### config.mk
export PLATFORM = sky130hd
export DESIGN_NAME = uart_rx_tx_ring_buffers_unit_flat
export DESIGN_NICKNAME = d
export VERILOG_FILES = /design/src/urb_pkg.sv /design/src/urb_if.sv /design/src/uart_rx_tx_ring_buffers_unit.sv /design/src/urb_ram.sv /design/src/urb_cfg.sv /design/src/flat_wrapper.sv
export VERILOG_INCLUDE_DIRS = /design/src /design/src/src
export SDC_FILE = /design/constraint.sdc
export NUM_CORES = 1
export LEC_CHECK = 0
export BUFFER_PORTS_ARGS = -buffer_cell sky130_fd_sc_hd__buf_4
export CAP_MARGIN = 20
export CORE_MARGIN = 1.5
export CORE_UTILIZATION = 35
export DETAILED_ROUTE_END_ITERATION = 10
export GPL_ROUTABILITY_DRIVEN = 1
export PLACE_DENSITY = 0.5
export SLEW_MARGIN = 10
export SYNTH_ARGS = -nofsm -noshare
export SYNTH_HDL_FRONTEND = slang
export SYNTH_SLANG_ARGS = --single-unit
### constraint.sdc
create_clock -name clk -period 12.3 [get_ports clk]
set_clock_uncertainty 0.05 [all_clocks]
set_input_delay 2.46 -clock clk [delete_from_list [all_inputs] [get_ports clk]]
set_output_delay 2.46 -clock clk [all_outputs]
set_load 0.02 [all_outputs]
### src/uart_rx_tx_ring_buffers_unit_macros.svh
// Assertion macros for the serial port ring buffer unit.
// Included by the top level; no other dependencies.
`ifndef UART_RX_TX_RING_BUFFERS_UNIT_MACROS_SVH
`define UART_RX_TX_RING_BUFFERS_UNIT_MACROS_SVH

`ifndef NO_ASSERTIONS

// Same-cycle implication, disabled during reset
`define URB_ASSERT_NOW(label, clk, rst_n, ante, cons) \
  label: assert property (@(posedge clk) disable iff (!rst_n) (ante) |-> (cons)) \
    else $error("urb: assertion failed");

// Next-cycle implication, disabled during reset
`define URB_ASSERT_NEXT(label, clk, rst_n, ante, cons) \
  label: assert property (@(posedge clk) disable iff (!rst_n) (ante) |=> (cons)) \
    else $error("urb: assertion failed");

`else

`define URB_ASSERT_NOW(label, clk, rst_n, ante, cons)
`define URB_ASSERT_NEXT(label, clk, rst_n, ante, cons)

`endif

`endif

### src/urb_pkg.sv
// Shared types and constants for the serial port ring buffer unit.
// No dependencies.
package urb_pkg;

  localparam int REQ_W     = 3;
  localparam int BYTE_W    = 8;
  localparam int STATUS_W  = 2;
  localparam int SIZE_W    = 7;
  localparam int CNT_W     = 6;
  localparam int CFG_IDX_W = 2;

  localparam int DEF_RING_DEPTH = 64;
  localparam int DEF_DATA_BITS  = 8;

  // Reset value of both size registers before clamping
  localparam logic [SIZE_W-1:0] SIZE_RESET = 7'd64;

  // Request codes
  typedef enum logic [REQ_W-1:0] {
    REQ_RECV  = 3'd0,
    REQ_READ  = 3'd1,
    REQ_PEEK  = 3'd2,
    REQ_WRITE = 3'd3,
    REQ_TXRDY = 3'd4,
    REQ_CLEAR = 3'd5
  } req_t;

  // Result status codes
  typedef enum logic [STATUS_W-1:0] {
    ST_OK       = 2'd0,
    ST_EMPTY    = 2'd1,
    ST_DISABLED = 2'd2,
    ST_DROPPED  = 2'd3
  } status_t;

  // Configuration register indexes
  typedef enum logic [CFG_IDX_W-1:0] {
    CFG_RX_SIZE  = 2'd0,
    CFG_TX_SIZE  = 2'd1,
    CFG_PORT_EN  = 2'd2
  } cfg_idx_t;

  // Configuration seen by the ring control
  typedef struct packed {
    logic [SIZE_W-1:0] rx_size;
    logic [SIZE_W-1:0] tx_size;
    logic              port_enabled;
    logic              rx_flush;
    logic              tx_flush;
  } cfg_t;

  // Sequencer states
  typedef enum logic [1:0] {
    S_IDLE = 2'b01,
    S_EXEC = 2'b10
  } state_t;

endpackage

### src/urb_if.sv
// Request and result channel interfaces (valid/ready handshake).
// Depends on urb_pkg.
interface urb_in_if import urb_pkg::*; ();
  logic              valid;
  logic              ready;
  logic [REQ_W-1:0]  req_type;
  logic [BYTE_W-1:0] data_byte;

  modport source (output valid, req_type, data_byte, input ready);
  modport sink   (input valid, req_type, data_byte, output ready);
endinterface

interface urb_out_if import urb_pkg::*; ();
  logic                valid;
  logic                ready;
  logic [STATUS_W-1:0] status;
  logic [BYTE_W-1:0]   read_byte;
  logic                line_valid;
  logic [BYTE_W-1:0]   line_byte;
  logic [CNT_W-1:0]    rx_count;
  logic [CNT_W-1:0]    tx_free;
  logic                tx_irq_on;

  modport source (output valid, status, read_byte, line_valid, line_byte, rx_count,
                  tx_free, tx_irq_on, input ready);
  modport sink   (input valid, status, read_byte, line_valid, line_byte, rx_count,
                  tx_free, tx_irq_on, output ready);
endinterface

### src/uart_rx_tx_ring_buffers_unit.sv
// Top level: serial port receive and transmit ring buffers.
// Depends on urb_pkg, urb_if, urb_ram, urb_cfg and the assertion macro header.
//
//  channel | direction | handshake       | payload
//  in_if   | in        | valid / ready   | req_type, data_byte
//  out_if  | out       | valid / ready   | status, read_byte, line_valid, line_byte,
//          |           |                 | rx_count, tx_free, tx_irq_on
//  cfg_*   | in        | cfg_we only     | cfg_index, cfg_wdata
//
// Each request is accepted in S_IDLE, which reads the tail entry of both ring
// RAMs (registered read data); S_EXEC then updates pointers and writes back.
// The result sits in an output register; a new request is taken while it waits.
// If the output register is still full and not being taken when a request is
// done, the request holds in S_EXEC. Synchronous reset clears pointers and
// flags only; the ring stores need no clearing pass.
`include "uart_rx_tx_ring_buffers_unit_macros.svh"

module uart_rx_tx_ring_buffers_unit import urb_pkg::*; #(
  parameter int RING_DEPTH = DEF_RING_DEPTH,
  parameter int DATA_BITS  = DEF_DATA_BITS
) (
  input  logic                 clk,
  input  logic                 rst_n,
  urb_in_if.sink               in_if,
  urb_out_if.source            out_if,
  input  logic                 cfg_we,
  input  logic [CFG_IDX_W-1:0] cfg_index,
  input  logic [SIZE_W-1:0]    cfg_wdata
);

  localparam int PTR_W = (RING_DEPTH > 1) ? $clog2(RING_DEPTH) : 1;
  localparam int CMP_W = ((PTR_W > SIZE_W) ? PTR_W : SIZE_W) + 1;

  // Pointer step with wrap at the size in use
  function automatic logic [PTR_W-1:0] advance(input logic [PTR_W-1:0] p,
                                               input logic [SIZE_W-1:0] size);
    logic [CMP_W-1:0] inc;
    logic [PTR_W-1:0] res;
    inc = CMP_W'(p) + CMP_W'(1);
    res = PTR_W'(inc);
    if (inc == CMP_W'(size)) begin
      res = '0;
    end
    return res;
  endfunction

  // Bytes waiting in a ring
  function automatic logic [CNT_W-1:0] ring_fill(input logic [PTR_W-1:0] h,
                                                 input logic [PTR_W-1:0] t,
                                                 input logic [SIZE_W-1:0] size);
    logic [CMP_W-1:0] res;
    if (h >= t) begin
      res = CMP_W'(h) - CMP_W'(t);
    end else begin
      res = CMP_W'(size) + CMP_W'(h) - CMP_W'(t);
    end
    return res[CNT_W-1:0];
  endfunction

  // Free entries in a ring
  function automatic logic [CNT_W-1:0] ring_room(input logic [PTR_W-1:0] h,
                                                 input logic [PTR_W-1:0] t,
                                                 input logic [SIZE_W-1:0] size);
    logic [CMP_W-1:0] res;
    if (h >= t) begin
      res = CMP_W'(size) - CMP_W'(1) - CMP_W'(h) + CMP_W'(t);
    end else begin
      res = CMP_W'(t) - CMP_W'(h) - CMP_W'(1);
    end
    return res[CNT_W-1:0];
  endfunction

  cfg_t cfg;

  state_t state_r, state_nxt;

  logic [PTR_W-1:0] rx_head_r, rx_head_nxt, rx_tail_r, rx_tail_nxt;
  logic [PTR_W-1:0] tx_head_r, tx_head_nxt, tx_tail_r, tx_tail_nxt;
  logic             tx_irq_r, tx_irq_nxt;

  logic [REQ_W-1:0]  req_r;
  logic [BYTE_W-1:0] data_r;

  logic                 rx_we, tx_we;
  logic [DATA_BITS-1:0] rx_rdata, tx_rdata, wr_data;
  logic [PTR_W-1:0]     rx_next_head, tx_next_head;

  logic                in_fire, out_load;
  status_t             status_nxt;
  logic [BYTE_W-1:0]   rbyte_nxt, lbyte_nxt;
  logic                lvalid_nxt;

  logic                out_valid_r;
  logic [STATUS_W-1:0] status_r;
  logic [BYTE_W-1:0]   rbyte_r, lbyte_r;
  logic                lvalid_r;
  logic [CNT_W-1:0]    rx_count_r, tx_free_r;
  logic                irq_out_r;

  // Configuration registers
  urb_cfg #(.RING_DEPTH(RING_DEPTH)) u_cfg (
    .clk       (clk),
    .rst_n     (rst_n),
    .cfg_we    (cfg_we),
    .cfg_index (cfg_index),
    .cfg_wdata (cfg_wdata),
    .cfg       (cfg)
  );

  // Ring stores: read the tail on accept, write the head on completion
  assign wr_data = DATA_BITS'(data_r);

  urb_ram #(.WIDTH(DATA_BITS), .DEPTH(RING_DEPTH)) u_rx_ram (
    .clk   (clk),
    .we    (rx_we),
    .waddr (rx_head_r),
    .wdata (wr_data),
    .re    (in_fire),
    .raddr (rx_tail_r),
    .rdata (rx_rdata)
  );

  urb_ram #(.WIDTH(DATA_BITS), .DEPTH(RING_DEPTH)) u_tx_ram (
    .clk   (clk),
    .we    (tx_we),
    .waddr (tx_head_r),
    .wdata (wr_data),
    .re    (in_fire),
    .raddr (tx_tail_r),
    .rdata (tx_rdata)
  );

  // Handshakes
  assign in_if.ready = (state_r == S_IDLE);
  assign in_fire     = in_if.valid && in_if.ready;
  assign out_load    = (state_r == S_EXEC) && (!out_valid_r || out_if.ready);

  assign rx_next_head = advance(rx_head_r, cfg.rx_size);
  assign tx_next_head = advance(tx_head_r, cfg.tx_size);

  // Request execution
  always_comb begin
    rx_head_nxt = rx_head_r;
    rx_tail_nxt = rx_tail_r;
    tx_head_nxt = tx_head_r;
    tx_tail_nxt = tx_tail_r;
    tx_irq_nxt  = tx_irq_r;
    rx_we       = 1'b0;
    tx_we       = 1'b0;
    status_nxt  = ST_OK;
    rbyte_nxt   = '0;
    lvalid_nxt  = 1'b0;
    lbyte_nxt   = '0;
    if (out_load) begin
      case (req_r)
        REQ_RECV: begin
          if (rx_next_head == rx_tail_r) begin
            rx_tail_nxt = advance(rx_tail_r, cfg.rx_size);
            status_nxt  = ST_DROPPED;
          end
          rx_we       = 1'b1;
          rx_head_nxt = rx_next_head;
        end
        REQ_READ, REQ_PEEK: begin
          if (rx_head_r == rx_tail_r) begin
            status_nxt = ST_EMPTY;
          end else begin
            rbyte_nxt = rx_rdata[BYTE_W-1:0];
            if (req_r == REQ_READ) begin
              rx_tail_nxt = advance(rx_tail_r, cfg.rx_size);
            end
          end
        end
        REQ_WRITE: begin
          if (!cfg.port_enabled) begin
            status_nxt = ST_DISABLED;
          end else begin
            // full ring: oldest byte goes out first
            if (tx_next_head == tx_tail_r) begin
              lvalid_nxt  = 1'b1;
              lbyte_nxt   = tx_rdata[BYTE_W-1:0];
              tx_tail_nxt = advance(tx_tail_r, cfg.tx_size);
            end
            tx_we       = 1'b1;
            tx_head_nxt = tx_next_head;
            tx_irq_nxt  = 1'b1;
          end
        end
        REQ_TXRDY: begin
          if (tx_head_r == tx_tail_r) begin
            tx_irq_nxt = 1'b0;
            status_nxt = ST_EMPTY;
          end else begin
            lvalid_nxt  = 1'b1;
            lbyte_nxt   = tx_rdata[BYTE_W-1:0];
            tx_tail_nxt = advance(tx_tail_r, cfg.tx_size);
          end
        end
        REQ_CLEAR: rx_head_nxt = rx_tail_r;
        default: ;
      endcase
    end
  end

  // Sequencer
  always_comb begin
    state_nxt = state_r;
    unique case (state_r)
      S_IDLE: if (in_fire) state_nxt = S_EXEC;
      S_EXEC: if (out_load) state_nxt = S_IDLE;
      default: state_nxt = S_IDLE;
    endcase
  end

  always_ff @(posedge clk) begin
    if (!rst_n) begin
      state_r <= S_IDLE;
    end else begin
      state_r <= state_nxt;
    end
  end

  // Ring pointers and interrupt flag; a size write empties its ring
  always_ff @(posedge clk) begin
    if (!rst_n) begin
      rx_head_r <= '0;
      rx_tail_r <= '0;
      tx_head_r <= '0;
      tx_tail_r <= '0;
      tx_irq_r  <= 1'b0;
    end else begin
      rx_head_r <= cfg.rx_flush ? '0 : rx_head_nxt;
      rx_tail_r <= cfg.rx_flush ? '0 : rx_tail_nxt;
      tx_head_r <= cfg.tx_flush ? '0 : tx_head_nxt;
      tx_tail_r <= cfg.tx_flush ? '0 : tx_tail_nxt;
      tx_irq_r  <= tx_irq_nxt;
    end
  end

  // Request capture
  always_ff @(posedge clk) begin
    if (in_fire) begin
      req_r  <= in_if.req_type;
      data_r <= in_if.data_byte;
    end
  end

  // Output register
  always_ff @(posedge clk) begin
    if (!rst_n) begin
      out_valid_r <= 1'b0;
    end else if (out_load) begin
      out_valid_r <= 1'b1;
    end else if (out_if.ready) begin
      out_valid_r <= 1'b0;
    end
  end

  always_ff @(posedge clk) begin
    if (out_load) begin
      status_r   <= status_nxt;
      rbyte_r    <= rbyte_nxt;
      lvalid_r   <= lvalid_nxt;
      lbyte_r    <= lbyte_nxt;
      rx_count_r <= ring_fill(rx_head_nxt, rx_tail_nxt, cfg.rx_size);
      tx_free_r  <= ring_room(tx_head_nxt, tx_tail_nxt, cfg.tx_size);
      irq_out_r  <= tx_irq_nxt;
    end
  end

  assign out_if.valid      = out_valid_r;
  assign out_if.status     = status_r;
  assign out_if.read_byte  = rbyte_r;
  assign out_if.line_valid = lvalid_r;
  assign out_if.line_byte  = lbyte_r;
  assign out_if.rx_count   = rx_count_r;
  assign out_if.tx_free    = tx_free_r;
  assign out_if.tx_irq_on  = irq_out_r;

  // Checks
  `URB_ASSERT_NEXT(a_accept_exec, clk, rst_n, in_fire, state_r == S_EXEC)
  `URB_ASSERT_NOW(a_rx_head_in_ring, clk, rst_n, 1'b1, CMP_W'(rx_head_r) < CMP_W'(cfg.rx_size))
  `URB_ASSERT_NOW(a_line_not_empty, clk, rst_n, lvalid_nxt, tx_head_r != tx_tail_r)

endmodule

### src/urb_ram.sv
// Generic single-write, single-read RAM with registered read data.
// No dependencies.
module urb_ram #(
  parameter int WIDTH = 8,
  parameter int DEPTH = 64,
  localparam int AW = (DEPTH > 1) ? $clog2(DEPTH) : 1
) (
  input  logic             clk,
  input  logic             we,
  input  logic [AW-1:0]    waddr,
  input  logic [WIDTH-1:0] wdata,
  input  logic             re,
  input  logic [AW-1:0]    raddr,
  output logic [WIDTH-1:0] rdata
);

  logic [WIDTH-1:0] mem [DEPTH];
  logic [WIDTH-1:0] rdata_r;

  always_ff @(posedge clk) begin
    if (we) begin
      mem[waddr] <= wdata;
    end
    if (re) begin
      rdata_r <= mem[raddr];
    end
  end

  assign rdata = rdata_r;

endmodule

### src/urb_cfg.sv
// Configuration registers: size clamping, port enable and ring flush pulses.
// Depends on urb_pkg.
module urb_cfg import urb_pkg::*; #(
  parameter int RING_DEPTH = DEF_RING_DEPTH
) (
  input  logic                 clk,
  input  logic                 rst_n,
  input  logic                 cfg_we,
  input  logic [CFG_IDX_W-1:0] cfg_index,
  input  logic [SIZE_W-1:0]    cfg_wdata,
  output cfg_t                 cfg
);

  // Limit a size to 2 .. RING_DEPTH
  function automatic logic [SIZE_W-1:0] clamp_size(input logic [SIZE_W-1:0] v);
    logic [SIZE_W-1:0] res;
    res = v;
    if (v < SIZE_W'(2)) begin
      res = SIZE_W'(2);
    end else if (32'(v) > 32'(RING_DEPTH)) begin
      res = SIZE_W'(RING_DEPTH);
    end
    return res;
  endfunction

  logic [SIZE_W-1:0] rx_size_r, rx_size_nxt;
  logic [SIZE_W-1:0] tx_size_r, tx_size_nxt;
  logic              port_en_r, port_en_nxt;
  logic              rx_flush, tx_flush;

  // Register decode
  always_comb begin
    rx_size_nxt = rx_size_r;
    tx_size_nxt = tx_size_r;
    port_en_nxt = port_en_r;
    rx_flush    = 1'b0;
    tx_flush    = 1'b0;
    if (cfg_we) begin
      unique case (cfg_index)
        CFG_RX_SIZE: begin
          rx_size_nxt = clamp_size(cfg_wdata);
          rx_flush    = 1'b1;
        end
        CFG_TX_SIZE: begin
          tx_size_nxt = clamp_size(cfg_wdata);
          tx_flush    = 1'b1;
        end
        CFG_PORT_EN: port_en_nxt = cfg_wdata[0];
        default: ;
      endcase
    end
  end

  always_ff @(posedge clk) begin
    if (!rst_n) begin
      rx_size_r <= clamp_size(SIZE_RESET);
      tx_size_r <= clamp_size(SIZE_RESET);
      port_en_r <= 1'b0;
    end else begin
      rx_size_r <= rx_size_nxt;
      tx_size_r <= tx_size_nxt;
      port_en_r <= port_en_nxt;
    end
  end

  assign cfg.rx_size      = rx_size_r;
  assign cfg.tx_size      = tx_size_r;
  assign cfg.port_enabled = port_en_r;
  assign cfg.rx_flush     = rx_flush;
  assign cfg.tx_flush     = tx_flush;

endmodule
### src/flat_wrapper.sv
// flat-port wrapper written by rule: the top's interface ports become plain ports
module uart_rx_tx_ring_buffers_unit_flat import urb_pkg::*;
#(
  parameter int RING_DEPTH = DEF_RING_DEPTH,
  parameter int DATA_BITS  = DEF_DATA_BITS
)
  (clk, rst_n, cfg_we, cfg_index, cfg_wdata, in_if_valid, in_if_req_type, in_if_data_byte, in_if_ready, out_if_valid, out_if_status, out_if_read_byte, out_if_line_valid, out_if_line_byte, out_if_rx_count, out_if_tx_free, out_if_tx_irq_on, out_if_ready);
  urb_in_if in_if_i ();
  urb_out_if out_if_i ();
  input  logic clk;
  input  logic rst_n;
  input  logic cfg_we;
  input  logic [CFG_IDX_W-1:0] cfg_index;
  input  logic [SIZE_W-1:0] cfg_wdata;
  input wire logic [$bits(in_if_i.valid)-1:0] in_if_valid;
  input wire logic [$bits(in_if_i.req_type)-1:0] in_if_req_type;
  input wire logic [$bits(in_if_i.data_byte)-1:0] in_if_data_byte;
  output wire logic [$bits(in_if_i.ready)-1:0] in_if_ready;
  output wire logic [$bits(out_if_i.valid)-1:0] out_if_valid;
  output wire logic [$bits(out_if_i.status)-1:0] out_if_status;
  output wire logic [$bits(out_if_i.read_byte)-1:0] out_if_read_byte;
  output wire logic [$bits(out_if_i.line_valid)-1:0] out_if_line_valid;
  output wire logic [$bits(out_if_i.line_byte)-1:0] out_if_line_byte;
  output wire logic [$bits(out_if_i.rx_count)-1:0] out_if_rx_count;
  output wire logic [$bits(out_if_i.tx_free)-1:0] out_if_tx_free;
  output wire logic [$bits(out_if_i.tx_irq_on)-1:0] out_if_tx_irq_on;
  input wire logic [$bits(out_if_i.ready)-1:0] out_if_ready;
  assign in_if_i.valid = in_if_valid;
  assign in_if_i.req_type = in_if_req_type;
  assign in_if_i.data_byte = in_if_data_byte;
  assign in_if_ready = in_if_i.ready;
  assign out_if_valid = out_if_i.valid;
  assign out_if_status = out_if_i.status;
  assign out_if_read_byte = out_if_i.read_byte;
  assign out_if_line_valid = out_if_i.line_valid;
  assign out_if_line_byte = out_if_i.line_byte;
  assign out_if_rx_count = out_if_i.rx_count;
  assign out_if_tx_free = out_if_i.tx_free;
  assign out_if_tx_irq_on = out_if_i.tx_irq_on;
  assign out_if_i.ready = out_if_ready;
  uart_rx_tx_ring_buffers_unit #(.RING_DEPTH(RING_DEPTH), .DATA_BITS(DATA_BITS)) u_core (.clk(clk), .rst_n(rst_n), .in_if(in_if_i), .out_if(out_if_i), .cfg_we(cfg_we), .cfg_index(cfg_index), .cfg_wdata(cfg_wdata));
endmodule
==> impl_metrics.yaml <==
logic_synthesis:
  syn_nets: 2443
  yosys_register_bits: 1126
  netlist_area_um2: 46300
  synth-seq-area-share: 0.7210
  synth_cell_type_count: 77
  synth_edf_count: 1083
  avgSynthCellArea_um2: 19.49
  synth_area_leaders: "edfxtp_1 70%, mux4_2 16%, dfxtp_1 1.9%, nor2_1 1.7%, ha_1 0.81%"
  synth_top_area_share: 0.7024
  postSynthCellCount: 2375
  async_reset_ff_frac: 0
  yosysMostFrequentCell: "edfxtp_1"
  yosysWarnings: 0
  synth.largest_area_cell: "edfxtp_1"
  ys.flop_type: "edfxtp_1"
  synth_common_cells: "1083 x edfxtp_1, 336 x mux4_2, 205 x nor2_1"
global_route:
  grt_usage: 0.1665
  grt_pass1_vias: 23580
  grt_max_degree: 97
  antenna_found_initial: 0
  grt_first_pass_wirelength_um: 165500
  grt_overflow: 0
clocking:
  post_cts_resized: 0
  insertion_delay_ns: 0.72
  cts-buffers-inserted: 114
  hold_buffers: 0
  path_clk_slew_ns: 0.06
  cts_tree: "yes"
  h-tree-depth: 3
  post_cts_buffers: 0
  clock_path_buffers: 3
  clock-sinks: 1126
  cts.root.buffer_cell: "clkbuf_16"
critical_path:
  reg2regPathDepth: 20
  cp_data_required_time_ns: 12.70
  reg2reg_slack_ns: 5.74
  crit_path_frequent_cell: "xnor2_1"
  critPathArrivalTime_ns: 6.96
  slowest_delay_ns: 0.96
  cpMaxStageDelayCell: "nand3_1"
  cp-start-kind: "flip-flop"
  worstPathCellList: "nand3_1 -> nor2_1 -> a22o_1 -> a31oi_1 -> o32ai_1 -> nand2_1 -> o31ai_1 -> a31oi_1 -> nor2_1 -> fa_1 -> inv_1 -> ha_1 -> a21o_1 -> a21oi_1 -> o21bai_1 -> a21oi_1 -> xnor2_1 -> xnor2_1 -> xnor2_1 -> o21ai_0"
  critPathMaxFanout: 20
  path_delay_family: "compound AO/OA/AOI/OAI gates"
  timing.rr.end: "u_core.out_if.rx_count[5]$_DFFE_PP_"
  cp-end-kind: "flip-flop"
  reg2reg_from: "u_core.rx_head_r[0]$_SDFF_PP0_"
  crit_type: "reg2reg"
  crit_buf_inv: 1
timing:
  setup_ws_ns: 5.742
  timing.fmax_mhz: 152.5
  final.setup.tns_ns: 0
  worst_pin_slew_ns: 1.087
  setup_viol: 0
  rsz0062_at_grt: "no"
  min_period_over_period: 0.5332
  timing.slew.headroom: 0.2755
  period_needed_ns: 6.558
  drv_slew: 0
  finalHoldViolCount: 0
power:
  powerDensity_nw_per_um2: 149.4
  total_leakage_power_nw: 15.96
  max-vdd-ir-drop_mv: 0.1105
floorplan:
  die_x_um: 366.7
  initial_core_util: 0.3526
  ios: 59
  fp-row-count: 133
  dieHeight_um: 366.7
  core_area_um2: 131300
  die-area_um2: 134500
layout:
  drive_gt1_frac: 0.2472
  area_growth_pct: 13.29
  antenna_cells: 0
  fillers: 11720
  multi_input_area_um2: 12220
  regArea_um2: 33400
  final_nets: 2516
  postLayoutCoreUtil: 0.3995
  stdcell_count: 4299
job:
  cap_viol_max_count: 0
placement:
  place.gp.congestion: 0.8033
  io_buffers: 58
  place_inst: 4086
  dp_worst_setup_slack_ns: 5.064
  dpl.hpwl_um: 69900
worst_hold_path:
  whs_path_depth: 1
  worstHoldPathType: "reg2reg"
  hold_start: "u_core.u_rx_ram.rdata[3]$_DFFE_PP_"
  whs_endpoint: "u_core.out_if.read_byte[3]$_SDFFCE_PP0P_"
route:
  dr.first_iter.drc_count: 2182
  vias: 22670
  antenna_left: 0
  first_pass_iters: 7
  drt-wirelength-per-cell_um: 25.93
  drt_wl_total_um: 111500
  vias_per_cell: 5.273
  drc: 0
outcome:
  status: "finished clean"
cell usage in the layout (no fill, tap or decap), types with 6 or more instances in the layout:
master	instances
edfxtp_1	1083
mux4_2	336
nor2_1	205
clkbuf_16	115
buf_4	90
nand2_1	59
inv_1	47
a21oi_1	44
xnor2_1	42
o21ai_0	36
dfxtp_1	35
ha_1	30
and2_1	26
nand3_1	26
clkinv_2	24
xor2_1	23
clkinv_1	22
clkbuf_1	20
nand2b_1	18
nor2b_1	14
a31oi_1	13
nand3b_1	13
fa_1	13
bufinv_16	13
nor3_1	12
a21o_1	11
or3_1	9
and3_1	8
a21boi_0	7
or2_2	7
nor4_1	7
mux2i_1	6
a211oi_1	6
clkinvlp_4	6
routing by layer:
metal | track usage | vias to the layer above | wire length, um
met4 | 0.03639 | 0 | 2181
li1 | - | 9804 | -
met3 | 0.02449 | 157 | 4245
met1 | 0.2304 | 12200 | 49510
met5 | 0 | - | 0
met2 | 0.2786 | 510 | 55560
flip-flops by register name, summed over array words and instances, names as in the netlist:
name and cells:
u_core.out_if.read_byte 8, u_core.u_tx_ram.rdata 8, u_core.u_rx_ram.mem 512, u_core.u_cfg.tx_size_r 7
u_core.tx_head_r 6, u_core.data_r 8, u_core.out_if.status 2, u_core.out_if.tx_free 6
u_core.out_if.line_valid 1, u_core.tx_tail_r 6, u_core.u_tx_ram.mem 512, u_core.out_if.tx_irq_on 1
u_core.out_if.line_byte 8, u_core.tx_irq_r 1, u_core.out_if.rx_count 6, u_core.u_rx_ram.rdata 8
u_core.out_if.valid 1, u_core.rx_head_r 6, u_core.state_r 2, u_core.rx_tail_r 6
u_core.u_cfg.port_en_r 1, u_core.req_r 3, u_core.u_cfg.rx_size_r 7
area by class of cell:
class | count | area share
flip-flops and latches | 1126 | 0.6368
multi-input cells | 1066 | 0.2330
clock buffers | 139 | 0.05735
well taps | 1755 | 0.04187
clock inverters | 73 | 0.01400
repair buffers | 91 | 0.01341
inverters | 49 | 0.003507
worst max path at each step:
stage,to,startpoint,cells past startpoint
finish,u_core.out_if.rx_count[5]$_DFFE_PP_,u_core.rx_head_r[0]$_SDFF_PP0_,20
global route,u_core.out_if.tx_free[5]$_DFFE_PP_,u_core.tx_tail_r[0]$_SDFF_PP0_,21
CTS,u_core.out_if.tx_free[5]$_DFFE_PP_,u_core.tx_tail_r[0]$_SDFF_PP0_,21
detailed placement,u_core.out_if.rx_count[5]$_DFFE_PP_,out_if_ready,21
global placement,u_core.out_if.rx_count[5]$_DFFE_PP_,out_if_ready,21
floorplan,u_core.out_if.rx_count[5]$_DFFE_PP_,out_if_ready,20
cells by family (layout without fill, tap and decap cells):
| kind of cell | Yosys count | count (layout) | share of synthesized area |
|---|---|---|---|
| AO/OA/AOI/OAI | 185 | 185 | 0.02713 |
| XOR/XNOR | 69 | 69 | 0.01430 |
| adder cells (fa/ha/maj) | 43 | 43 | 0.01373 |
| buffers and inverters | 183 | 352 | 0.01500 |
| flip-flops | 1126 | 1126 | 0.7210 |
| multiplexers | 345 | 345 | 0.1655 |
| AND/OR/NAND/NOR | 424 | 424 | 0.04332 |
stage by stage:
stage / cell area, um2 / hold slack (ns) / power, mW
final: 52450 / 0.4688 / 7.834
after global placement: 48680 / 0.4562 / 4.423
after floorplan: 46300 / 0.4410 / 4.367
after detailed placement: 48680 / 0.4541 / 4.429
after global routing: 52450 / 0.4827 / 8.064
after CTS: 52420 / 0.4710 / 7.920
power by group:
group	switching [mW]	leakage [nW]	internal (mW)
Sequential	0.00775	10.1	4.22
Clock	1.48	1.83	2.01
Combinational	0.0964	4.02	0.0238
Total	1.58	16.0	6.25
(Power assumes the default switching activity.)
